[src/sv/quoted_string_escape_decoder_assert.svh]
// Assertion macros shared by the quoted string escape decoder RTL.
`ifndef QUOTED_STRING_ESCAPE_DECODER_ASSERT_SVH
`define QUOTED_STRING_ESCAPE_DECODER_ASSERT_SVH

// Same-cycle implication, checked outside reset.
`define QSED_ASSERT_NOW(label, clk, rstn, ante, cons) \
    label: assert property (@(posedge clk) disable iff (!(rstn)) (ante) |-> (cons)) \
        else $error("%m: same-cycle check failed");

// Next-cycle implication, checked outside reset.
`define QSED_ASSERT_NEXT(label, clk, rstn, ante, cons) \
    label: assert property (@(posedge clk) disable iff (!(rstn)) (ante) |=> (cons)) \
        else $error("%m: next-cycle check failed");

`endif

[src/sv/qsed_pkg.sv]
// Types, constants and helper functions of the quoted string escape decoder.
`default_nettype none

package qsed_pkg;

    // Scan phases of the string parser.
    typedef enum logic [3:0] {
        PH_IDLE     = 4'd0,
        PH_NORMAL   = 4'd1,
        PH_ESC      = 4'd2,
        PH_OCT1     = 4'd3,
        PH_OCT2     = 4'd4,
        PH_CTL      = 4'd5,
        PH_BIGC     = 4'd6,
        PH_META     = 4'd7,
        PH_METADASH = 4'd8,
        PH_MESC     = 4'd9,
        PH_MESCC    = 4'd10,
        PH_MCTL     = 4'd11
    } phase_t;

    // Status codes reported with every result.
    typedef enum logic [2:0] {
        ST_SCAN    = 3'd0,
        ST_CLOSED  = 3'd1,
        ST_BADESC  = 3'd2,
        ST_UNTERM  = 3'd3,
        ST_NOQUOTE = 3'd4
    } status_t;

    // Character constants.
    localparam logic [7:0] CHR_DQUOTE = 8'h22;
    localparam logic [7:0] CHR_SQUOTE = 8'h27;
    localparam logic [7:0] CHR_BSLASH = 8'h5C;
    localparam logic [7:0] CHR_DASH   = 8'h2D;
    localparam logic [7:0] CHR_ZERO   = 8'h30;
    localparam logic [7:0] CHR_SEVEN  = 8'h37;
    localparam logic [7:0] CHR_AT     = 8'h40;
    localparam logic [7:0] CHR_US     = 8'h5F;
    localparam logic [7:0] CHR_LC_A   = 8'h61;
    localparam logic [7:0] CHR_LC_Z   = 8'h7A;
    localparam logic [7:0] CHR_LC_C   = 8'h63;
    localparam logic [7:0] CHR_UC_C   = 8'h43;
    localparam logic [7:0] CHR_UC_M   = 8'h4D;
    localparam logic [7:0] CHR_NUL    = 8'h00;
    localparam logic [7:0] META_BIT   = 8'h80;
    localparam logic [7:0] CASE_SHIFT = 8'h20;

    // One input character.
    typedef struct packed {
        logic       buffer_end;
        logic [7:0] char_byte;
    } item_t;

    // One decoded result.
    typedef struct packed {
        logic       byte_valid;
        logic [7:0] decoded_byte;
        status_t    status;
    } result_t;

    // Single-letter escapes: returns {hit, value}.
    function automatic logic [8:0] simple_escape(input logic [7:0] c);
        logic [8:0] r;
        r = 9'd0;
        unique case (c)
            8'h61:   r = {1'b1, 8'h07};  // a
            8'h62:   r = {1'b1, 8'h08};  // b
            8'h74:   r = {1'b1, 8'h09};  // t
            8'h6E:   r = {1'b1, 8'h0A};  // n
            8'h76:   r = {1'b1, 8'h0B};  // v
            8'h66:   r = {1'b1, 8'h0C};  // f
            8'h72:   r = {1'b1, 8'h0D};  // r
            8'h73:   r = {1'b1, 8'h20};  // s
            default: r = 9'd0;
        endcase
        return r;
    endfunction

    // Upper-cases a lower-case letter, leaves other bytes alone.
    function automatic logic [7:0] upcase(input logic [7:0] c);
        logic [7:0] r;
        r = c;
        if (c >= CHR_LC_A && c <= CHR_LC_Z) begin
            r = c - CASE_SHIFT;
        end
        return r;
    endfunction

    function automatic logic is_octal(input logic [7:0] c);
        return (c >= CHR_ZERO) && (c <= CHR_SEVEN);
    endfunction

    function automatic logic is_ctl_letter(input logic [7:0] c);
        return (c >= CHR_AT) && (c <= CHR_US);
    endfunction

endpackage

`default_nettype wire

[src/sv/quoted_string_escape_decoder.sv]
// Top level of the quoted string escape decoder.
//
// The slave stream carries one text character per beat in s_tdata[7:0]; s_tlast
// marks the end of the text buffer, and on such a beat the character is ignored.
// The master stream returns exactly one result beat for every input beat:
// m_tuser is set when m_tdata[7:0] carries a decoded string byte, and
// m_tdata[10:8] gives the status (scanning, closed, bad escape, unterminated,
// no opening quote). While idle, a quote opens a string; after any ending the
// parser is idle again and waits for the next opening quote.
// An input beat passes the input register, then the decode logic into the result
// register, which drives its result beat. Throughput is one beat per cycle while
// the receiver does not stall.
// A synchronous active-low reset empties both register stages and returns the
// parser to idle. When the receiver stalls, the result register holds its beat,
// the input register keeps one more character, and s_tready then drops until
// m_tready is seen again; no beat is lost or repeated.
`default_nettype none

module quoted_string_escape_decoder
    import qsed_pkg::*;
(
    input  wire logic        aclk,
    input  wire logic        aresetn,
    input  wire logic        s_tvalid,
    output logic             s_tready,
    input  wire logic [7:0]  s_tdata,   // [7:0] char_byte
    input  wire logic        s_tlast,   // buffer_end
    output logic             m_tvalid,
    input  wire logic        m_tready,
    output logic [15:0]      m_tdata,   // [7:0] decoded_byte, [10:8] status, [15:11] zero
    output logic             m_tuser    // byte_valid
);

    item_t   s_item;
    item_t   item;
    logic    item_valid;
    logic    out_ready;
    logic    consume;
    result_t dec_result;
    result_t m_result;

    assign s_item.char_byte  = s_tdata;
    assign s_item.buffer_end = s_tlast;

    // A character is consumed when the result register can take its beat.
    assign consume = item_valid && out_ready;

    qsed_in_reg u_in_reg (
        .aclk       (aclk),
        .aresetn    (aresetn),
        .s_valid    (s_tvalid),
        .s_ready    (s_tready),
        .s_item     (s_item),
        .advance    (out_ready),
        .item_valid (item_valid),
        .item       (item)
    );

    qsed_decode u_decode (
        .aclk    (aclk),
        .aresetn (aresetn),
        .consume (consume),
        .item    (item),
        .result  (dec_result)
    );

    qsed_out_reg u_out_reg (
        .aclk      (aclk),
        .aresetn   (aresetn),
        .in_valid  (item_valid),
        .in_ready  (out_ready),
        .in_result (dec_result),
        .m_valid   (m_tvalid),
        .m_ready   (m_tready),
        .m_result  (m_result)
    );

    // Pack the result beat.
    assign m_tdata = {5'd0, m_result.status, m_result.decoded_byte};
    assign m_tuser = m_result.byte_valid;

endmodule

`default_nettype wire

[src/sv/qsed_in_reg.sv]
// Input register stage: holds one accepted character until the decoder consumes it.
`default_nettype none

module qsed_in_reg
    import qsed_pkg::*;
(
    input  wire logic  aclk,
    input  wire logic  aresetn,
    input  wire logic  s_valid,
    output logic       s_ready,
    input  wire item_t s_item,
    input  wire logic  advance,
    output logic       item_valid,
    output item_t      item
);

    logic  valid_reg, valid_next;
    item_t item_reg;

    // Accept whenever the stage is empty or its item moves on this cycle.
    assign s_ready    = !valid_reg || advance;
    assign item_valid = valid_reg;
    assign item       = item_reg;

    always_comb begin
        valid_next = valid_reg;
        if (s_ready) begin
            valid_next = s_valid;
        end
    end

    // Valid flag.
    always_ff @(posedge aclk) begin
        if (!aresetn) begin
            valid_reg <= 1'b0;
        end else begin
            valid_reg <= valid_next;
        end
    end

    // Payload needs no reset.
    always_ff @(posedge aclk) begin
        if (s_ready && s_valid) begin
            item_reg <= s_item;
        end
    end

endmodule

`default_nettype wire

[src/sv/qsed_decode.sv]
// Parser state and per-character decode logic of the escape decoder.
`default_nettype none

module qsed_decode
    import qsed_pkg::*;
(
    input  wire logic  aclk,
    input  wire logic  aresetn,
    input  wire logic  consume,
    input  wire item_t item,
    output result_t    result
);

`include "quoted_string_escape_decoder_assert.svh"

    phase_t     phase_reg, phase_next;
    logic       dquote_reg, dquote_next;
    logic [5:0] octal_reg, octal_next;

    logic [7:0] c;
    logic [7:0] delim;
    logic [7:0] up;
    logic [8:0] simple;

    assign c      = item.char_byte;
    assign delim  = dquote_reg ? CHR_DQUOTE : CHR_SQUOTE;
    assign up     = upcase(c);
    assign simple = simple_escape(c);

    // Next state and result for the character at hand.
    always_comb begin
        phase_next          = phase_reg;
        dquote_next         = dquote_reg;
        octal_next          = octal_reg;
        result.byte_valid   = 1'b0;
        result.decoded_byte = 8'd0;
        result.status       = ST_SCAN;

        if (phase_reg == PH_IDLE) begin
            if (!item.buffer_end && (c == CHR_DQUOTE || c == CHR_SQUOTE)) begin
                dquote_next = (c == CHR_DQUOTE);
                phase_next  = PH_NORMAL;
            end else begin
                result.status = ST_NOQUOTE;
            end
        end else if (item.buffer_end) begin
            result.status = ST_UNTERM;
            phase_next    = PH_IDLE;
        end else begin
            unique case (phase_reg)
                PH_NORMAL: begin
                    priority if (c == delim) begin
                        result.status = ST_CLOSED;
                        phase_next    = PH_IDLE;
                    end else if (c == CHR_BSLASH) begin
                        phase_next = PH_ESC;
                    end else begin
                        result.byte_valid   = 1'b1;
                        result.decoded_byte = c;
                    end
                end
                PH_ESC: begin
                    phase_next = PH_NORMAL;
                    priority if (c == delim) begin
                        result.byte_valid   = 1'b1;
                        result.decoded_byte = c;
                    end else if (c == CHR_NUL) begin
                        result.byte_valid   = 1'b1;
                        result.decoded_byte = 8'd0;
                    end else if (simple[8]) begin
                        result.byte_valid   = 1'b1;
                        result.decoded_byte = simple[7:0];
                    end else if (is_octal(c)) begin
                        octal_next = {3'd0, c[2:0]};
                        phase_next = PH_OCT1;
                    end else if (c == CHR_LC_C) begin
                        phase_next = PH_CTL;
                    end else if (c == CHR_UC_C) begin
                        phase_next = PH_BIGC;
                    end else if (c == CHR_UC_M) begin
                        phase_next = PH_META;
                    end else begin
                        result.status = ST_BADESC;
                        phase_next    = PH_IDLE;
                    end
                end
                PH_OCT1: begin
                    if (is_octal(c)) begin
                        octal_next = {octal_reg[2:0], c[2:0]};
                        phase_next = PH_OCT2;
                    end else begin
                        result.status = ST_BADESC;
                        phase_next    = PH_IDLE;
                    end
                end
                PH_OCT2: begin
                    if (is_octal(c)) begin
                        // Three digits truncated to one byte.
                        result.byte_valid   = 1'b1;
                        result.decoded_byte = {octal_reg[4:0], c[2:0]};
                        phase_next          = PH_NORMAL;
                    end else begin
                        result.status = ST_BADESC;
                        phase_next    = PH_IDLE;
                    end
                end
                PH_CTL, PH_MCTL: begin
                    if (is_ctl_letter(up)) begin
                        // Subtracting '@' from a letter in '@'..'_' keeps the low five bits.
                        result.byte_valid   = 1'b1;
                        result.decoded_byte = {3'd0, up[4:0]};
                        if (phase_reg == PH_MCTL) begin
                            result.decoded_byte = {3'd0, up[4:0]} | META_BIT;
                        end
                        phase_next = PH_NORMAL;
                    end else begin
                        result.status = ST_BADESC;
                        phase_next    = PH_IDLE;
                    end
                end
                PH_BIGC, PH_META, PH_MESCC: begin
                    if (c == CHR_DASH) begin
                        priority if (phase_reg == PH_BIGC) begin
                            phase_next = PH_CTL;
                        end else if (phase_reg == PH_META) begin
                            phase_next = PH_METADASH;
                        end else begin
                            phase_next = PH_MCTL;
                        end
                    end else begin
                        result.status = ST_BADESC;
                        phase_next    = PH_IDLE;
                    end
                end
                PH_METADASH: begin
                    if (c == CHR_BSLASH) begin
                        phase_next = PH_MESC;
                    end else begin
                        result.byte_valid   = 1'b1;
                        result.decoded_byte = c | META_BIT;
                        phase_next          = PH_NORMAL;
                    end
                end
                PH_MESC: begin
                    if (c == CHR_UC_C) begin
                        phase_next = PH_MESCC;
                    end else begin
                        result.status = ST_BADESC;
                        phase_next    = PH_IDLE;
                    end
                end
                default: begin
                    result.status = ST_BADESC;
                    phase_next    = PH_IDLE;
                end
            endcase
        end
    end

    // Parser state advances only when a character is consumed.
    always_ff @(posedge aclk) begin
        if (!aresetn) begin
            phase_reg  <= PH_IDLE;
            dquote_reg <= 1'b0;
            octal_reg  <= 6'd0;
        end else if (consume) begin
            phase_reg  <= phase_next;
            dquote_reg <= dquote_next;
            octal_reg  <= octal_next;
        end
    end

    // A decoded byte is only ever reported while the string is still open.
    `QSED_ASSERT_NOW(a_byte_only_scanning, aclk, aresetn,
        consume && result.byte_valid, result.status == ST_SCAN)
    // Any ending status sends the parser back to idle.
    `QSED_ASSERT_NEXT(a_end_goes_idle, aclk, aresetn,
        consume && result.status != ST_SCAN && result.status != ST_NOQUOTE,
        phase_reg == PH_IDLE)
    // End of buffer inside a string reports unterminated.
    `QSED_ASSERT_NOW(a_end_unterm, aclk, aresetn,
        consume && item.buffer_end && phase_reg != PH_IDLE,
        result.status == ST_UNTERM && !result.byte_valid)

endmodule

`default_nettype wire

[src/sv/qsed_out_reg.sv]
// Result register stage: holds one decoded beat until the receiver takes it.
`default_nettype none

module qsed_out_reg
    import qsed_pkg::*;
(
    input  wire logic    aclk,
    input  wire logic    aresetn,
    input  wire logic    in_valid,
    output logic         in_ready,
    input  wire result_t in_result,
    output logic         m_valid,
    input  wire logic    m_ready,
    output result_t      m_result
);

    logic    valid_reg, valid_next;
    result_t result_reg;

    // Load whenever the register is empty or drained this cycle.
    assign in_ready = !valid_reg || m_ready;
    assign m_valid  = valid_reg;
    assign m_result = result_reg;

    always_comb begin
        valid_next = valid_reg;
        if (in_ready) begin
            valid_next = in_valid;
        end
    end

    always_ff @(posedge aclk) begin
        if (!aresetn) begin
            valid_reg <= 1'b0;
        end else begin
            valid_reg <= valid_next;
        end
    end

    always_ff @(posedge aclk) begin
        if (in_ready && in_valid) begin
            result_reg <= in_result;
        end
    end

endmodule

`default_nettype wire
[config.mk]
export PLATFORM = sky130hd
export DESIGN_NAME = quoted_string_escape_decoder
export DESIGN_NICKNAME = d
export VERILOG_FILES = /design/src/sv/qsed_pkg.sv /design/src/sv/quoted_string_escape_decoder.sv /design/src/sv/qsed_in_reg.sv /design/src/sv/qsed_decode.sv /design/src/sv/qsed_out_reg.sv
export VERILOG_INCLUDE_DIRS = /design/src /design/src/sv
export SDC_FILE = /design/constraint.sdc
export NUM_CORES = 1
export LEC_CHECK = 0
export ABC_AREA = 1
export BUFFER_PORTS_ARGS = -buffer_cell sky130_fd_sc_hd__buf_2
export CAP_MARGIN = 20
export CORE_MARGIN = 10
export CORE_UTILIZATION = 45
export CTS_CLUSTER_DIAMETER = 60
export DETAILED_ROUTE_END_ITERATION = 16
export PLACE_DENSITY_LB_ADDON = 0.08
export SYNTH_ARGS = -nofsm -noshare
export SYNTH_HDL_FRONTEND = slang
export SYNTH_HIERARCHICAL = 1
export SYNTH_SLANG_ARGS = --single-unit
[constraint.sdc]
create_clock -name aclk -period 2.8 [get_ports aclk]
set_input_delay 0.28 -clock aclk [delete_from_list [all_inputs] [get_ports aclk]]
set_output_delay 0.28 -clock aclk [all_outputs]
set_load 0.005 [all_outputs]
# Word-level counts from Yosys, hierarchy flattened
# Index checks and enable logic that the tools add are counted.
[word_totals] register_bits=33 inputBits=13 out_inout_bits=19 wordCells=131
[op_classes] addsub=1 n_lt_le_gt_ge=6 eq_ne=34 muxes=56 bitwise_logic=2 reduce_logical=22
[op_table] op="8-bit by 7-bit == test with 1-bit output (second input constant)" n=12
[op_table] op="9-bit 2-to-1 mux" n=8
[op_table] op="9-bit case mux with 8 select lines" n=1
[op_table] op="4-bit 2-to-1 mux" n=14
[op_table] op="9-bit case mux with 5 select lines" n=1
[op_table] op="3-bit 2-to-1 mux" n=13
[op_table] op="4-bit case mux with 8 select lines" n=1
[op_table] op="5-bit 2-to-1 mux" n=5
[op_table] op="8-bit by 6-bit == test with 1-bit output (second input constant)" n=3
[op_table] op="3-bit case mux with 7 select lines" n=1
[op_table] op="4-bit by 3-bit == test with 1-bit output (second input constant)" n=4
[op_table] op="4-bit == test (second input constant)" n=4
[op_table] op="8-bit by 7-bit greater-or-equal comparator with 1-bit output (second input constant)" n=2
[op_table] op="8-bit by 7-bit less-or-equal comparator with 1-bit output (second input constant)" n=2
[op_table] op="8-bit 2-to-1 mux" n=2
[op_table] op="2-bit 2-to-1 mux" n=6
[op_table] op="5-bit case mux with 2 select lines" n=1
[op_table] op="9-bit AND reduction" n=1
[op_table] op="4-bit by 2-bit == test with 1-bit output (second input constant)" n=2
[op_table] op="8-bit == test" n=1
[op_table] op="8-bit by 6-bit greater-or-equal comparator with 1-bit output (second input constant)" n=1
[op_table] op="8-bit by 6-bit less-or-equal comparator with 1-bit output (second input constant)" n=1
[op_table] op="8-bit zero test" n=1
[op_table] op="2-bit inequality test (second input constant)" n=4
[op_table] op="other kinds (14)" n=30

# Depth between registers and ports, before layout
# Gate-level depths: netlist of run 1.
[logic_depth] word_depth=11 depth_mapped=14 mapped_depth_nobuf=13

# Modules after synthesis
# Netlist of run 1, hierarchy kept.
[modules_own_cells] module="qsed_decode" instances=1 cells_per_inst=270 area_per_inst_um2=1458.9 seq_area_each_um2=200.2
[modules_own_cells] module="qsed_out_reg" instances=1 cells_per_inst=19 area_per_inst_um2=411.6 seq_area_each_um2=380.4
[modules_own_cells] module="qsed_in_reg" instances=1 cells_per_inst=16 area_per_inst_um2=321.6 seq_area_each_um2=290.3
[modules_own_cells] module="quoted_string_escape_decoder" instances=1 cells_per_inst=8 area_per_inst_um2=48.8 seq_area_each_um2=0.0

# Least setup slack after synthesis of run 1
# OpenSTA, ideal clock, no wires.
[synth_timing] kind="register -> register" start="register u_in_reg.item_reg, in the netlist u_in_reg/item[2]" end="register u_out_reg.result_reg, in the netlist u_out_reg/m_result[11] (data pin)" arrival_time_ns=1.459 required_time_ns=2.534 setup_slack_ns=1.075 path_stages_with_launch=12 n_path_buf=1 synth_period_minus_slack_ns=1.725 path_cell_list="edfxtp_1 > nor2_2 > nand2_2 > a21oi_2 > nand2_2 > buf_6 > nand2_4 > nor2_2 > nor2_4 > nand2_2 > nor2_1 > nor2_1"
[synth_between] elab_chain_len=7
[synth_lines] item="from (decl)" line_no="qsed_in_reg.sv:18" rtl="item_t item_reg;"
[synth_lines] item="from (signal assigned)" line_no="qsed_in_reg.sv:44" rtl="item_reg <= s_item;"
[synth_lines] item="8-bit by 7-bit greater-or-equal comparator with 1-bit output or 8-bit by 7-bit less-or-equal comparator with 1-bit output (tied branches)" line_no="qsed_pkg.sv:84" rtl="if (c >= CHR_LC_A && c <= CHR_LC_Z) begin"
[synth_lines] item="1-bit logical AND" line_no="qsed_pkg.sv:84"
[synth_lines] item="8-bit 2-to-1 mux" line_no="qsed_pkg.sv:84"
[synth_lines] item="8-bit by 7-bit greater-or-equal comparator with 1-bit output or 8-bit by 7-bit less-or-equal comparator with 1-bit output (tied branches)" line_no="qsed_pkg.sv:95" rtl="return (c >= CHR_AT) && (c <= CHR_US);"
[synth_lines] item="1-bit logical AND" line_no="qsed_pkg.sv:95"
[synth_lines] item="9-bit 2-to-1 mux" line_no="qsed_decode.sv:108" rtl="if (is_ctl_letter(up)) begin"
[synth_lines] item="9-bit case mux with 5 select lines *" line_no="qsed_decode.sv:50" rtl="unique case (phase_reg)"
[synth_lines] item="to (signal assigned)" line_no="qsed_out_reg.sv:42" rtl="result_reg <= in_result;"
[synth_lines] item="to (decl)" line_no="qsed_out_reg.sv:18" rtl="result_t result_reg;"
# Every way passes the cells marked *; elsewhere a longest branch is shown, timed or not.
# A chain may end at the register's enable or synchronous reset.

# Final worst setup path of run 1
[layout_timing] start="register u_in_reg.item_reg, in the netlist u_in_reg/item[5]" end="register u_out_reg.result_reg, in the netlist u_out_reg/m_result[3] (data pin)"
# The elaborated chain is that of the path after synthesis.

==> results of run 1 <==
-- synthesized netlist by cell type (all sizes together) --
library cell,count
nand2,84
nor2,55
inv,46
a21oi,28
edfxtp,21
nand3,18
o21ai,14
dfxtp,12
buf,8
nand4,7
a211oi,4
ha,2
nor3,2
o211ai,2
o22ai,2
a31oi,1
a41oi,1
and2,1
clkbuf,1
conb,1
nand3b,1
nor3b,1
nor4,1
-- layer usage --
metal  vias up  global-route usage
met5         -                   0
met4         0             0.04509
met3        10             0.04073
met2        89              0.2224
met1       932              0.1735
li1       1072                   -
-- layout by cell type (no fill, tap or decap), types with 2 or more instances in the layout --
cell type / synthesis / routed
a211oi_1: 4 / 4
a21oi_1: 22 / 22
a21oi_2: 6 / 6
buf_2: 1 / 26
buf_4: 6 / 2
clkbuf_8: 0 / 5
conb_1: 1 / 5
dfxtp_1: 12 / 12
edfxtp_1: 21 / 21
ha_1: 2 / 2
inv_1: 40 / 40
inv_2: 6 / 6
nand2_1: 74 / 74
nand2_2: 9 / 9
nand3_1: 15 / 15
nand3_2: 3 / 3
nand4_1: 5 / 5
nor2_1: 46 / 46
nor2_2: 8 / 8
nor3_1: 2 / 2
o211ai_1: 2 / 2
o21ai_0: 13 / 13
o22ai_1: 2 / 2
-- per-stage QoR --
step                      std cells  hold slack (ns)
after detailed placement        403           0.4588
after global placement          403           0.4568
after floorplan                 317           0.3789
after global routing            411           0.1495
final                           411           0.1589
after CTS                       411           0.1500
-- where the power goes --
part / switching [W] / internal, W
logic: 0.0000580 / 0.0000280
registers: 0.0000165 / 0.000533
clock network: 0.000194 / 0.000266
total: 0.000268 / 0.000827
-- worst min path at each step --
stage,startpoint,end,slack (ns),cells past startpoint
floorplan,s_tdata[0],u_in_reg/item[0]$_DFFE_PP_,0.38,0
global placement,s_tdata[2],u_in_reg/item[2]$_DFFE_PP_,0.46,1
detailed placement,s_tdata[6],u_in_reg/item[6]$_DFFE_PP_,0.46,1
CTS,s_tdata[6],u_in_reg/item[6]$_DFFE_PP_,0.15,1
global route,s_tdata[4],u_in_reg/item[4]$_DFFE_PP_,0.15,1
finish,s_tdata[7],u_in_reg/item[7]$_DFFE_PP_,0.16,1
-- cell families (layout without fill, tap and decap cells) --
group	after synthesis	count (layout)	synth area share
adders and majority gates	2	2	0.01117
other	1	5	0.001673
and+or+nand+nor	170	170	0.3512
buffers and inverters	55	82	0.1061
AOI/OAI and AO/OA	52	52	0.1413
DFF	33	33	0.3886
-- cell type report --
cell class,count,share of cell area
multi-input combinational,229,0.4526
sequential,33,0.3435
tap,67,0.03307
clock inverter,3,0.01826
timing repair buffer,28,0.05726
inverter,46,0.06811
clock buffer,5,0.02715
==> results.tsv, run 1 <==
stage	metric	value	unit
run_status	outcome	completed	
floorplan	initial_utilization	0.4682	
final_layout	area_growth	13.12	%
setup_path	startpoint_type	register	
floorplan	num_io_pins	32	
clock_tree	post-cts-setup-buffers	0	
job	drv_cap	0	
final_layout	multiInputGateArea	0.001147	mm2
yosys	seq_area_frac_synth	0.3886	
yosys	syn_area_per_cell	7.159	um2
grt	grt_first_pass_wirelength	9.432	mm
final_layout	drive_gt1_frac	0.2122	
sta	period_needed	2.039	ns
sta	setup_violations	0	
floorplan	rows	25	
yosys	synth_cell_types	35	
sta	relSlewSlack	0.4597	
sta	tightest_slew	0.8105	ns
yosys	yosys_register_bits	33	
worst_hold_path	holdCritPathClass	in -> reg	
place	place_congestion	0.9518	
routing	drt_iter0_markers	215	
floorplan	die_w	90.57	um
final_layout	postLayoutCoreUtil	0.5297	
clock_tree	htreeDepth	2	
grt	grt_pass1_vias	1973	
place	placed_cell_area	0.002420	mm2
setup_path	cp_num_cells	9	
clock_tree	cts_tree	built	
sta	fin_tns_setup	0	ns
clock_tree	clock-sinks	33	
sta	rsz0062_at_grt	false	
grt	grt_overflow_total	0	
setup_path	r2r_end	u_out_reg/m_result[3]$_DFFE_PP_	
yosys	synthCells	313	
setup_path	r2r_cells	9	
setup_path	startpoint	u_in_reg/item[5]$_DFFE_PP_	
setup_path	worstPathArrival	2.17	ns
clock_tree	clock_latency	0.29	ns
final_layout	largest_reg_flops	12	
floorplan	die_area	0.008202	mm2
floorplan	coreArea	0.004786	mm2
sta	fin_skew	0.007024	ns
routing	viasPerCell	5.117	
routing	routed-via-count	2103	
sta	finalCritPeriodShare	0.7281	
setup_path	regToRegSetupSlack	0.76	ns
clock_tree	root_buffer	clkbuf_8	
yosys	yosys-top-cells-area	edfxtp_1 28%, nand2_1 12%, dfxtp_1 11%	
clock_tree	cts_resized	0	
yosys	ys_warn_count	6	
final_layout	layout.nets	358	
setup_path	cp_num_buf_inv	1	
pwr	peakVddDrop	0.2812	mV
routing	wl_met2	2.602	mm
grt	grt.total_usage	0.1388	
pwr	leakage	1.140	nW
final_layout	regArea	870.8	um2
clock_tree	clkTransAtPathRegs	0.08	ns
routing	wl	5.839	mm
routing	drc	0	
clock_tree	ctsLongestPathBuffers	2	
pwr	power.density	432.0	mW/mm2
setup_path	crit_chain	inv_1, ha_1, nor2_1, nand3_1, nand2_1, nand3_1, o211ai_1, nand2_1, a21oi_1	
routing	routedWlPerCell	14.21	um
place	io_buffers	26	
final_layout	diodes	0	
place	dp.final_hpwl	4.745	mm
setup_path	cp_data_required_time	2.93	ns
grt	antenna_found_initial	0	
grt	grt_max_degree	13	
sta	hold_violations	0	
setup_path	end_kind	register	
sta	final_max_slew_viol_count	0	
routing	antenna_left	0	
routing	top_layer	met4	
clock_tree	hold_buffers	0	
clock_tree	cts_buffers	5	
setup_path	worstSetupPathType	reg -> reg	
setup_path	crit_end	u_out_reg/m_result[3]$_DFFE_PP_	
pwr	total_power	0.001095	W
routing	met1_length	2.641	mm
place	pre_cts_ws	0.7740	ns
setup_path	rr_startpoint	u_in_reg/item[5]$_DFFE_PP_	
yosys	synthDominantCellAreaShare	0.2814	
setup_path	slowest_delay	0.46	ns
final_layout	fill_cells	512	
sta	postLayoutSetupSlackWorst	0.7612	ns
sta	fmax	490.5	MHz
floorplan	die_h	90.57	um
setup_path	crit_slowest_cell	edfxtp_1	
setup_path	cp_top_family	simple AND/OR/NAND/NOR gates	
setup_path	path_max_fanout	6	
yosys	yosysTopAreaCell	edfxtp_1	
routing	met3_length	494	um
final_layout	post-route-cell-area	0.002535	mm2
routing	firstDrtPassIters	4	
yosys	syn_area	0.002241	mm2
Note: power is estimated with default switching activity, not from simulation.
==> run 2, diff against run 1 <==
==> constraint.sdc (replaced) <==
create_clock -name aclk -period 2.06 [get_ports aclk]
set_input_delay 0.206 -clock aclk [delete_from_list [all_inputs] [get_ports aclk]]
set_output_delay 0.206 -clock aclk [all_outputs]
set_load 0.005 [all_outputs]
==> results.tsv, run 2 (synthesized netlist as in run 1, its figures left out) <==
stage	metric	value	unit	change
place	placed_cell_area	0.002435	mm2	was 0.002420 mm2
clock_tree	ctsLongestPathBuffers	2		unchanged
final_layout	layout_common_cells	74 x nand2_1, 45 x nor2_1, 39 x inv_1		was 74 x nand2_1, 46 x nor2_1, 40 x inv_1
setup_path	path_max_fanout	11		was 6
final_layout	post-route-cell-area	0.002615	mm2	was 0.002535 mm2
sta	setup_violations	0		unchanged
grt	grt_first_pass_wirelength	9.860	mm	was 9.432 mm
clock_tree	clkTransAtPathRegs	0.07	ns	was 0.08 ns
final_layout	fill_cells	475		was 512
clock_tree	htreeDepth	2		unchanged
final_layout	largest_reg_flops	12		unchanged
routing	drc	0		unchanged
sta	hold_violations	0		unchanged
routing	routedWlPerCell	14.11	um	was 14.21 um
setup_path	worstSetupPathType	reg -> reg		unchanged
final_layout	regArea	870.8	um2	unchanged
clock_tree	root_buffer	clkbuf_8		unchanged
clock_tree	cts_buffers	5		unchanged
grt	antenna_found_initial	0		unchanged
final_layout	multiInputGateArea	0.001179	mm2	was 0.001147 mm2
final_layout	area_growth	16.69	%	was 13.12%
routing	routed-via-count	2241		was 2103
clock_tree	hold_buffers	0		unchanged
setup_path	startpoint_type	register		unchanged
setup_path	slowest_delay	0.51	ns	was 0.46 ns
job	drv_cap	0		unchanged
sta	timing.hold.ws	0.09601	ns	was 0.1589 ns
grt	grt_overflow_total	0		unchanged
sta	fin_tns_setup	0	ns	unchanged
worst_hold_path	holdCritPathClass	in -> reg		unchanged
floorplan	rows	25		unchanged
place	place_congestion	0.9428		was 0.9518
sta	fin_skew	0.008223	ns	was 0.007024 ns
routing	wl	5.953	mm	was 5.839 mm
floorplan	num_io_pins	32		unchanged
setup_path	cp_data_required_time	2.08	ns	was 2.93 ns
routing	antenna_left	0		unchanged
floorplan	die_area	0.008202	mm2	unchanged
sta	finalCritPeriodShare	0.9361		was 0.7281
clock_tree	cts_tree	built		unchanged
floorplan	initial_utilization	0.4682		unchanged
routing	firstDrtPassIters	6		was 4
sta	postLayoutSetupSlackWorst	0.1317	ns	was 0.7612 ns
setup_path	worstPathArrival	1.95	ns	was 2.17 ns
final_layout	layout.nets	369		was 358
setup_path	crit_slowest_cell	edfxtp_1		unchanged
setup_path	crit_chain	nor2_4, nand2_2, a21oi_2, nand2_4, inv_2, o211ai_1, a21oi_1, nor2_1		was inv_1, ha_1, nor2_1, nand3_1, nand2_1, nand3_1, o211ai_1, nand2_1, a21oi_1
sta	fmax	518.6	MHz	was 490.5 MHz
final_layout	diodes	0		unchanged
grt	grt_max_degree	13		unchanged
place	io_buffers	26		unchanged
sta	period_needed	1.928	ns	was 2.039 ns
run_status	outcome	completed		unchanged
pwr	leakage	1.198	nW	was 1.140 nW
clock_tree	clock_latency	0.28	ns	was 0.29 ns
floorplan	die_h	90.57	um	unchanged
routing	viasPerCell	5.310		was 5.117
routing	drt_iter0_markers	378		was 215
pwr	total_power	0.001347	W	was 0.001095 W
final_layout	drive_gt1_frac	0.2394		was 0.2122
floorplan	coreArea	0.004786	mm2	unchanged
final_layout	final_common_cell	nand2_1		unchanged
place	pre_cts_ws	0.06208	ns	was 0.7740 ns
pwr	peakVddDrop	0.4025	mV	was 0.2812 mV
pwr	power.density	515.2	mW/mm2	was 432.0 mW/mm2
grt	grt.total_usage	0.1450		was 0.1388
setup_path	end_kind	register		unchanged
sta	final_max_slew_viol_count	0		unchanged
grt	grt_pass1_vias	2103		was 1973
clock_tree	clock-sinks	33		unchanged
place	dp.final_hpwl	4.654	mm	was 4.745 mm
floorplan	die_w	90.57	um	unchanged
## run 2: repair_timing
| item | 4_1_cts | 5_1_grt |
|---|---|---|
| resized for setup | 0 | 7 |
| setup endpoints to repair | 0 | 11 |
| setup buffers | 0 | 9 |
## run 2: per-layer routing
layer  vias to the layer above  share of wire  global-route usage
li1                       1091              -                   -
met1                      1000           0.44              0.1813
met2                       125           0.44              0.2248
met3                        25          0.086             0.04489
met4                         0          0.031             0.05968
met5                         -              0                   0
## run 2: report_power, final
part           total [W]  leakage (nW)  internal (W)  switching [W]
Clock           0.000461        0.0430      0.000227       0.000234
Sequential      0.000747         0.298      0.000724      0.0000227
Combinational   0.000139         0.857     0.0000517      0.0000872
## run 2: worst paths after layout
| path | depth (start not counted) | to | slack, ns | startpoint |
|---|---|---|---|---|
| setup / recovery | 8 | u_out_reg/m_result[4]$_DFFE_PP_ | 0.13 | u_in_reg/item[2]$_DFFE_PP_ |
| hold / removal | 1 | u_in_reg/item[8]$_DFFE_PP_ | 0.1 | s_tlast |
| setup reg to reg | 8 | u_out_reg/m_result[4]$_DFFE_PP_ | 0.13 | u_in_reg/item[2]$_DFFE_PP_ |
| hold reg to reg | 2 | u_decode/octal_reg[2]$_SDFFE_PN0P_ | 0.48 | u_decode/octal_reg[2]$_SDFFE_PN0P_ |
## run 2: final cells by class
cell class / count / area share
well taps: 67 / 0.03206
clock buffers: 5 / 0.02632
multi-input cells: 229 / 0.4507
inverters: 46 / 0.06603
flip-flops and latches: 33 / 0.3330
clock inverters: 3 / 0.004785
repair buffers: 39 / 0.08708
## run 2: per-stage QoR
step | util | instances
final | 0.5464 | 422
after global routing | 0.5464 | 422
after CTS | 0.5258 | 413
after detailed placement | 0.5088 | 405
after global placement | 0.5088 | 405
after floorplan | - | 317
## run 2: worst max-delay path, delay by kind of cell (launching register included)
kind	cells	cell delay (ns)
compound gates	3	0.53
simple gates	4	0.51
flops	1	0.51
buf+inv	1	0.11
==> run 3, diff against run 2 <==
--- a/config.mk
+++ b/config.mk
@@ -9,7 +9,6 @@
 export ABC_AREA = 1
 export BUFFER_PORTS_ARGS = -buffer_cell sky130_fd_sc_hd__buf_2
 export CAP_MARGIN = 20
-export CORE_MARGIN = 10
 export CORE_UTILIZATION = 45
 export CTS_CLUSTER_DIAMETER = 60
 export DETAILED_ROUTE_END_ITERATION = 16
==> constraint.sdc (replaced) <==
create_clock -name aclk -period 2.06 [get_ports aclk]
set_input_delay 0.309 -clock aclk [delete_from_list [all_inputs] [get_ports aclk]]
set_output_delay 0.309 -clock aclk [all_outputs]
set_load 0.005 [all_outputs]
==> results.tsv, run 3 (synthesized netlist as in run 1, its figures left out) <==
stage	metric	value	unit	change
pwr	peakVddDrop	0.4121	mV	was 0.4025 mV
sta	period_needed	1.936	ns	was 1.928 ns
clock_tree	clkTransAtPathRegs	0.08	ns	was 0.07 ns
final_layout	layout.cells.non_filler	421		was 422
setup_path	r2r_cells	9		was 8
sta	finalCritPeriodShare	0.9399		was 0.9361
setup_path	worstSetupPathType	reg -> reg		unchanged
final_layout	layout.nets	368		was 369
routing	firstDrtPassIters	5		was 6
final_layout	drive_gt1_frac	0.2373		was 0.2394
floorplan	die_area	0.005266	mm2	was 0.008202 mm2
sta	final_max_slew_viol_count	0		unchanged
setup_path	worstPathArrival	2.06	ns	was 1.95 ns
grt	grt_overflow_total	0		unchanged
floorplan	rows	25		unchanged
routing	drt_iter0_markers	183		was 378
floorplan	num_io_pins	32		unchanged
setup_path	end_kind	register		unchanged
clock_tree	root_buffer	clkbuf_8		unchanged
floorplan	coreArea	0.004755	mm2	was 0.004786 mm2
setup_path	regToRegSetupSlack	0.12	ns	was 0.13 ns
clock_tree	htreeDepth	2		unchanged
sta	rsz0062_at_grt	false		
clock_tree	clock_latency	0.29	ns	was 0.28 ns
final_layout	layout_common_cells	74 x nand2_1, 46 x nor2_1, 39 x inv_1		was 74 x nand2_1, 45 x nor2_1, 39 x inv_1
final_layout	area_growth	16.64	%	was 16.69%
sta	setup_violations	0		unchanged
setup_path	r2r_end	u_out_reg/m_result[3]$_DFFE_PP_		was u_out_reg/m_result[4]$_DFFE_PP_
setup_path	path_max_fanout	5		was 11
setup_path	cp_data_required_time	2.18	ns	was 2.08 ns
routing	routed-via-count	2163		was 2241
worst_hold_path	min_from	s_tlast		unchanged
final_layout	multiInputGateArea	0.001165	mm2	was 0.001179 mm2
sta	hold_violations	0		unchanged
place	placed_cells	408		was 405
clock_tree	cts_buffers	5		unchanged
clock_tree	clock-sinks	33		unchanged
final_layout	fill_cells	481		was 475
run_status	outcome	completed		unchanged
pwr	power.density	546.5	mW/mm2	was 515.2 mW/mm2
sta	fin_skew	0.008644	ns	was 0.008223 ns
place	dp.final_hpwl	4.442	mm	was 4.654 mm
final_layout	regArea	870.8	um2	unchanged
worst_hold_path	hold_end	u_in_reg/item[8]$_DFFE_PP_		unchanged
pwr	leakage	1.202	nW	was 1.198 nW
final_layout	largest_reg_flops	12		unchanged
routing	viasPerCell	5.138		was 5.310
grt	grt_first_pass_wirelength	8.914	mm	was 9.860 mm
sta	fmax	516.5	MHz	was 518.6 MHz
floorplan	die_h	72.57	um	was 90.57 um
clock_tree	ctsLongestPathBuffers	2		unchanged
job	drv_cap	0		unchanged
place	placed_cell_area	0.002457	mm2	was 0.002435 mm2
final_layout	diodes	0		unchanged
worst_hold_path	min_path_cells	1		unchanged
worst_hold_path	holdCritPathClass	in -> reg		unchanged
grt	grt.total_usage	0.2295		was 0.1450
routing	antenna_left	0		unchanged
grt	grt_max_degree	13		unchanged
routing	drc	0		unchanged
place	io_buffers	26		unchanged
final_layout	final_common_cell	nand2_1		unchanged
routing	wl	5.639	mm	was 5.953 mm
place	place_congestion	1.007		was 0.9428
floorplan	initial_utilization	0.4713		was 0.4682
grt	antenna_found_initial	0		unchanged
setup_path	startpoint_type	register		unchanged
routing	routedWlPerCell	13.39	um	was 14.11 um
grt	grt_pass1_vias	1873		was 2103
setup_path	rr_startpoint	u_in_reg/item[5]$_DFFE_PP_		was u_in_reg/item[2]$_DFFE_PP_
floorplan	die_w	72.57	um	was 90.57 um
clock_tree	cts_tree	built		unchanged
final_layout	post-route-cell-area	0.002614	mm2	was 0.002615 mm2
==> run 3: cell type report <==
type / instances / share of cell area
clock buffer: 7 / 0.03686
clock inverter: 1 / 0.001915
inverter: 46 / 0.06606
multi-input combinational: 229 / 0.4457
sequential: 33 / 0.3332
tap: 67 / 0.03207
timing repair buffer: 38 / 0.08425
==> run 3: worst max-delay path, cell delays in order, from the launching register on <==
cell and delay (ns):
edfxtp_1 0.46, inv_2 0.15, ha_1 0.24, nor2_1 0.11, nand3_1 0.10, nand2_1 0.12, nand3_1 0.13, o211ai_1 0.20
nand2_1 0.08, a21oi_1 0.18
==> run 3: timing repair <==
item	CTS	global route
hold endpoints to repair	0	0
setup buffers	0	5
setup endpoints to repair	1	4
hold buffers	0	0
resized for setup	1	3
pin swaps	0	1
cloned	0	0
==> run 3: worst max path at each step <==
| stage | startpoint | end | slack, ns | depth (start not counted) |
|---|---|---|---|---|
| 3_5_place_dp | u_in_reg/item[5]$_DFFE_PP_ | u_out_reg/m_result[3]$_DFFE_PP_ | 0.02 | 9 |
| 5_1_grt | u_in_reg/item[5]$_DFFE_PP_ | u_out_reg/m_result[3]$_DFFE_PP_ | 0.002 | 9 |
| 4_1_cts | u_in_reg/item[5]$_DFFE_PP_ | u_out_reg/m_result[3]$_DFFE_PP_ | 0.07 | 9 |
| 2_1_floorplan | u_in_reg/item[2]$_DFFE_PP_ | u_out_reg/m_result[11]$_DFFE_PP_ | 0.33 | 11 |
| 3_3_place_gp | u_in_reg/item[5]$_DFFE_PP_ | u_out_reg/m_result[3]$_DFFE_PP_ | -0.09 | 9 |
| 6_report | u_in_reg/item[5]$_DFFE_PP_ | u_out_reg/m_result[3]$_DFFE_PP_ | 0.12 | 9 |
==> run 3: through the flow <==
stage | total power (W) | setup slack, ns | setup TNS, ns | util | hold slack [ns]
after detailed placement | 0.0008836 | 0.01698 | 0 | 0.5168 | 0.4688
after floorplan | 0.0008389 | 0.3350 | 0 | - | 0.4079
final | 0.001428 | 0.1238 | 0 | 0.5497 | 0.1884
after global routing | 0.001481 | 0.001981 | 0 | 0.5497 | 0.1794
after global placement | 0.0008858 | -0.09345 | -0.2205 | 0.5168 | 0.4704
after CTS | 0.001432 | 0.07453 | 0 | 0.5382 | 0.1854
==> run 3: metal layers <==
| layer | wire [um] | vias to the layer above | GRT usage |
|---|---|---|---|
| li1 | - | 1092 | - |
| met1 | 2521 | 957 | 0.3022 |
| met2 | 2599 | 102 | 0.3697 |
| met3 | 402 | 12 | 0.05000 |
| met4 | 116 | 0 | 0.08497 |
| met5 | 0 | - | 0 |
==> run 3: report_power, final <==
group / internal (W) / switching, W / total, W
registers: 0.000724 / 0.0000187 / 0.000743
clock network: 0.000302 / 0.000246 / 0.000548
logic: 0.0000497 / 0.0000883 / 0.000138
total: 0.00108 / 0.000353 / 0.00143
